[config.mk]
export PLATFORM = sky130hd
export DESIGN_NAME = tvfi_ctrl
export DESIGN_NICKNAME = d
export VERILOG_FILES = /design/src/sv/tvfi_pkg.sv /design/src/sv/tvfi_ctrl.sv
export VERILOG_INCLUDE_DIRS = /design/src /design/src/sv
export SDC_FILE = /design/constraint.sdc
export NUM_CORES = 1
export LEC_CHECK = 0
export BUFFER_PORTS_ARGS = -buffer_cell sky130_fd_sc_hd__buf_2
export CAP_MARGIN = 20
export CORE_AREA = 8 8 45 47
export CTS_CLUSTER_SIZE = 40
export DETAILED_ROUTE_END_ITERATION = 12
export DIE_AREA = 0 0 53 55
export HOLD_SLACK_MARGIN = 0.02
export PLACE_DENSITY_LB_ADDON = 0.3
export SLEW_MARGIN = 20
export SYNTH_ARGS = -nofsm -noshare
export SYNTH_HDL_FRONTEND = slang
export SYNTH_SLANG_ARGS = --single-unit
[constraint.sdc]
create_clock -name clk -period 2.5 [get_ports clk]
set_input_delay 0.25 -clock clk [delete_from_list [all_inputs] [get_ports clk]]
set_output_delay 0.25 -clock clk [all_outputs]
set_load 0.02 [all_outputs]
[src/sv/assert_macros.svh]
// assertion macros used by the rtl
`ifndef ASSERT_MACROS_SVH
`define ASSERT_MACROS_SVH
// implication checked on every clock, quiet in reset
`define ASSERT_IMPL(label, clk, rst, prop, msg) \
  label: assert property (@(posedge clk) disable iff (rst) (prop)) else $error(msg);
// condition that must hold on every clock out of reset
`define ASSERT_ALWAYS(label, clk, rst, cond, msg) \
  label: assert property (@(posedge clk) disable iff (rst) (cond)) else $error(msg);
`endif

[src/sv/tvfi_pkg.sv]
// package: types, constants and helpers of the trilinear field sampler
`default_nettype none
package tvfi_pkg;
  localparam int POINTS_X = 16;
  localparam int POINTS_Y = 16;
  localparam int POINTS_Z = 16;
  localparam int TABLE_DEPTH = 4096;
  localparam int ADDR_W = 12;
  localparam int CFG_IDX_W = 3;

  localparam logic [CFG_IDX_W-1:0] REG_ORIGIN_X = 3'd0;
  localparam logic [CFG_IDX_W-1:0] REG_ORIGIN_Y = 3'd1;
  localparam logic [CFG_IDX_W-1:0] REG_ORIGIN_Z = 3'd2;
  localparam logic [CFG_IDX_W-1:0] REG_INV_X = 3'd3;
  localparam logic [CFG_IDX_W-1:0] REG_INV_Y = 3'd4;
  localparam logic [CFG_IDX_W-1:0] REG_INV_Z = 3'd5;
  localparam logic [CFG_IDX_W-1:0] REG_METHOD = 3'd6;

  localparam logic KIND_WRITE = 1'b0;
  localparam logic KIND_QUERY = 1'b1;
  localparam logic METHOD_NEAREST = 1'b0;
  localparam logic METHOD_TRILINEAR = 1'b1;

  typedef struct packed {
    logic kind;
    logic signed [31:0] coord_x;
    logic signed [31:0] coord_y;
    logic signed [31:0] coord_z;
    logic [3:0] grid_ix;
    logic [3:0] grid_iy;
    logic [3:0] grid_iz;
    logic signed [31:0] entry_x;
    logic signed [31:0] entry_y;
    logic signed [31:0] entry_z;
  } in_word_t;

  typedef struct packed {
    logic signed [31:0] field_x;
    logic signed [31:0] field_y;
    logic signed [31:0] field_z;
  } out_word_t;

  typedef enum logic [2:0] {
    ST_IDLE, ST_MAP, ST_LOOK, ST_READ, ST_LERP, ST_DONE
  } state_t;

  // controller to datapath
  typedef struct packed {
    logic load;       // capture input word
    logic map;        // grid mapping stage
    logic look;       // index and weight stage
    logic rd;         // issue corner read
    logic [2:0] corner;
    logic lerp;       // run one blend step
    logic [2:0] step;
    logic emit;       // drive result strobe
  } ctl_t;

  typedef struct packed {
    logic is_query;
    logic trilinear;
  } sts_t;
endpackage
`default_nettype wire

[src/sv/tvfi_ctrl.sv]
// controller state machine of the sampler
`default_nettype none
`include "assert_macros.svh"
module tvfi_ctrl import tvfi_pkg::*; (
  input  wire logic clk,
  input  wire logic rst,
  input  wire logic start,
  output logic busy,
  input  sts_t sts,
  output ctl_t ctl
);
  state_t state, state_next;
  logic [3:0] cnt, cnt_next;

  always_ff @(posedge clk) begin
    if (rst) begin
      state <= ST_IDLE;
      cnt <= '0;
    end else begin
      state <= state_next;
      cnt <= cnt_next;
    end
  end

  // trilinear corner reads use counts 0..7, count 8 waits on the last read
  always_comb begin
    state_next = state;
    cnt_next = cnt;
    case (state)
      ST_IDLE: if (start) state_next = ST_MAP;
      ST_MAP: begin
        if (sts.is_query) state_next = ST_LOOK;
        else state_next = ST_IDLE;
      end
      ST_LOOK: begin
        state_next = ST_READ;
        cnt_next = '0;
      end
      ST_READ: begin
        cnt_next = cnt + 4'd1;
        if (!sts.trilinear || cnt == 4'd8) begin
          if (!sts.trilinear && cnt != 4'd1) state_next = ST_READ;
          else begin
            state_next = sts.trilinear ? ST_LERP : ST_DONE;
            cnt_next = '0;
          end
        end
      end
      ST_LERP: begin
        cnt_next = cnt + 4'd1;
        if (cnt == 4'd6) state_next = ST_DONE;
      end
      ST_DONE: state_next = ST_IDLE;
      default: state_next = ST_IDLE;
    endcase
  end

  always_comb begin
    ctl = '0;
    busy = (state != ST_IDLE);
    case (state)
      ST_IDLE: ctl.load = start;
      ST_MAP: ctl.map = 1'b1;
      ST_LOOK: ctl.look = 1'b1;
      ST_READ: begin
        ctl.rd = 1'b1;
        ctl.corner = cnt[2:0];
        ctl.step = {2'b00, cnt[3]};
      end
      ST_LERP: begin
        ctl.lerp = 1'b1;
        ctl.step = cnt[2:0];
      end
      ST_DONE: ctl.emit = 1'b1;
      default: ctl = '0;
    endcase
  end

  `ASSERT_IMPL(a_emit_from_work, clk, rst, ctl.emit |-> $past(busy), "strobe without work")
  `ASSERT_IMPL(a_start_busy, clk, rst, (start && !busy) |=> busy, "start not taken")
  `ASSERT_ALWAYS(a_cnt_range, clk, rst, cnt <= 4'd8, "counter out of range")
endmodule
`default_nettype wire

=== Yosys cells after proc, flatten, opt, wreduce, memory -nomap -nowiden ===
Index checks and enable logic that the tools add are counted.

* Flip-flop bits (word level): 7
* Bits of input ports: 5

* $add $sub $neg: 1
* Equality and inequality tests: 11
* Muxes and demuxes: 17
* Reduce and logical (&&, ||, !) cells: 7

{| class="wikitable"
|+ Operators with widths
! kind !! number
|-
| $pmux W3 S5 || 1
|-
| $mux W3 || 4
|-
| $mux W4 || 3
|-
| $pmux W4 S3 || 1
|-
| $eq A3 B2 Y1 const B || 2
|-
| $eq A3 B3 Y1 const B || 2
|-
| $mux W1 || 6
|-
| $ne A2 B2 Y1 const B || 3
|-
| $pmux W3 S2 || 1
|-
| $reduce_bool A3 Y1 || 2
|-
| $add A4 B1 Y4 const B || 1
|-
| $eq A4 B3 Y1 const B || 1
|-
| $eq A4 B4 Y1 const B || 1
|-
| $ne A4 B1 Y1 const B || 1
|-
| $eq A3 B1 Y1 const B || 1
|-
| $logic_not A3 Y1 || 1
|-
| $reduce_and A3 Y1 || 1
|-
| $mux W2 || 1
|-
| $logic_and A1 B1 Y1 || 1
|-
| $logic_not A1 Y1 || 1
|-
| $logic_or A1 B1 Y1 || 1
|}

=== Depth between registers and ports, before layout ===
* Word-level depth: 5
* Gate-level depth with buffers: 5
* Mapped depth without buffers: 5

=== Worst setup path before layout ===
Ideal clock, no wire load.

* Path kind: flip-flop to output port
* Start: register state[1]
* End: output port ctl[1] (netlist bit)
* Arrival time: 1.287 ns
* Setup slack: 0.963 ns
* Cell stages (with the launch flop): 4
* Buffers on the path: 1
* Cell sequence: dfxtp_1 or3b_1 buf_4 o21ai_0

{| class="wikitable"
|+ RTL lines
! item !! line !! RTL
|-
| start, declared || tvfi_ctrl.sv:12 || <nowiki>state_t state, state_next;</nowiki>
|-
| start signal, assigned || tvfi_ctrl.sv:20 || <nowiki>state <= state_next;</nowiki>
|-
| end, declared || tvfi_ctrl.sv:10 || <nowiki>output ctl_t ctl</nowiki>
|}

==> flow_summary.yaml <==
run_status:
  status: "completed"
drt:
  num_vias: 587
  via_per_inst: 5.81
  first_pass_iters: 4
  wl_per_cell_um: 14.6
  drc_errors: 0
  routed_wl_um: 1480
  drt-initial-drc-count: 19
  drtAntennaViolNets: 0
clocking:
  clkSlewWorstSetupHoldPaths_ps: 50
  cts-root-buf: "clkbuf_4"
  cts_resized: 0
  cts_tree: "built"
  cts.sinks: 7
  cts_hold_buf: 0
  cts_buffers: 3
  clk_latency_ps: 260
  clk_path_buf_depth: 2
  post_cts_buffers: 0
  h-tree-depth: 1
sta:
  clock_skew_ps: 0.565
  finalSetupTns_ps: 0
  final.min_clock_period_ps: 1980
  period_share_pct: 79.2
  setup-violations-final: 0
  max-slew-margin-rel_pct: 77.7
  report.final.slew_viol_count: 0
  worst-slew-pin-transition_ps: 333
  hold_ws_ps: 242
  hold_viol: 0
  grt_setup_unrepaired: "false"
  max_freq_mhz: 505
cells_and_area:
  antennaDiodeCount: 0
  layout_commonest_cell: "buf_2"
  regArea_sq_um: 140
  nets: 95
  final_cell_area_sq_um: 677
  final_cell_mix: "buf_2 (17), dfxtp_1 (7), inv_1 (4), nor2_1 (4), ha_1 (4)"
  multi_input_area_sq_um: 390
  area_growth_pct: 14.6
  final_cells: 101
  fillCellCount: 145
  final_util_pct: 48.9
  layout-drive-gt1-share_pct: 30.6
critical_path:
  worstPathRequired_ps: 2250
  startpoint_type: "flip-flop"
  critPathKind: "flip-flop to output port"
  crit_arrival_ps: 1730
  cp-end-kind: "output port"
  worstPathMaxFanout: 12
worst_hold_path:
  hold_path_class: "primary input to flip-flop"
logic_synthesis:
  synth_seq_area_share_pct: 23.7
  ys_warn_count: 0
  postSynthAreaPerCell_sq_um: 8.44
  synth_edf_count: 0
  synth_seq_cells: 7
  synthCells: 70
  syn-num-nets: 79
  synth_flop_cell: "dfxtp_1"
  synthArstFlopShare_pct: 0
  synth_cell_types: 37
  netlist_area_sq_um: 591
place:
  placed_area_sq_um: 651
  post-place-cells: 97
  place_hpwl_um: 1110
  place.gp.congestion: 0.805
  io_buffers: 17
power_and_ir_drop:
  comb_power_share_pct: 16.1
  seq_power_share_pct: 44.5
  p_int_mw: 0.194
  power.clock.fraction_pct: 39.4
  p_leak_nw: 0.312
  power.density_mw_per_mm2: 406
  vdd_drop_max_mv: 0.243
  switching_share_pct: 29.6
  p_sw_mw: 0.0813
floorplanning:
  ios: 18
  num_rows: 14
  core_region_area_sq_mm: 0.00138
  die_x_um: 53
  start_util_pct: 42.7
  die_area_sq_mm: 0.00292
  die_h_um: 55
global_routing:
  grt_pass1_wl_um: 2430
  grt.total_usage_pct: 10.9
  grt_overflow_total: 0
  antenna_found_initial: 0
  grt_pass1_vias: 548
  grt_max_degree: 13
run:
  cap_violations: 0
power groups by stage:
stage	clock network [mW]	logic, mW	registers, mW
after floorplan	0	0.0356	0.119
after global placement	0	0.0440	0.124
after detailed placement	0	0.0445	0.125
after CTS	0.114	0.0446	0.122
after global routing	0.118	0.0486	0.123
final	0.108	0.0442	0.122
cell usage after synthesis, types with 2 or more instances:
library cell / count / share of area (%)
dfxtp_1: 7 / 24
and2_1: 3 / 3.2
clkbuf_1: 2 / 1.3
a31oi_1: 3 / 3.2
nor2_1: 4 / 2.5
ha_1: 4 / 8.5
buf_6: 2 / 3.8
nand4_1: 3 / 3.2
and2_2: 2 / 2.5
inv_1: 4 / 2.5
o21ai_0: 2 / 1.7
nor2b_1: 3 / 3.2
and3b_1: 2 / 3.0
a21oi_1: 2 / 1.7
nand2_1: 3 / 1.9
nand3_1: 2 / 1.7
buf_4: 2 / 2.5
registers in the layout, indices dropped and copies added, names as in the netlist:
register,flops
cnt,4
state,3
logic make-up (layout without fill, tap and decap cells):
group / Yosys count / in the layout / share of synthesized area, %
compound gates: 19 / 19 / 24.8
fa+ha+maj: 4 / 4 / 8.47
buf+inv: 10 / 25 / 10.2
flops: 7 / 7 / 23.7
mux: 1 / 1 / 1.91
simple gates: 29 / 29 / 30.9
final timing paths:
check,startpoint,end,slack (ps),cells after the start
min reg2reg,cnt[1]$_SDFFE_PP0P_,cnt[1]$_SDFFE_PP0P_,590,2
max,state[2]$_SDFFE_PP0P_,ctl[3],520,4
min,rst,state[2]$_SDFFE_PP0P_,240,2
max reg2reg,cnt[0]$_SDFFE_PP0P_,cnt[2]$_SDFFE_PP0P_,860,5
metrics by stage:
stage	total power, mW	worst slack [ps]
6_report	0.275	520
5_1_grt	0.289	405
4_1_cts	0.280	517
3_5_place_dp	0.169	813
3_3_place_gp	0.168	838
2_1_floorplan	0.154	963
worst max-delay path: stages (launching register included):
cell and delay, ps:
dfxtp_1 490, or3b_1 520, inv_1 160, and2_2 150
buf_2 150
final cells by class:
class / instances / share of cell area, %
Inverter: 4 / 2.22
Multi-Input combinational cell: 53 / 57.7
Clock buffer: 4 / 3.88
Timing Repair Buffer: 17 / 12.6
Tap cell: 16 / 2.96
Sequential cell: 7 / 20.7
layer usage:
metal  part of all wire, %  global-route usage [%]
met3                    12                    4.28
met5                     0                       0
met4                   1.8                    5.60
met1                    46                    12.5
met2                    41                    17.2
(Power assumes the default switching activity.)
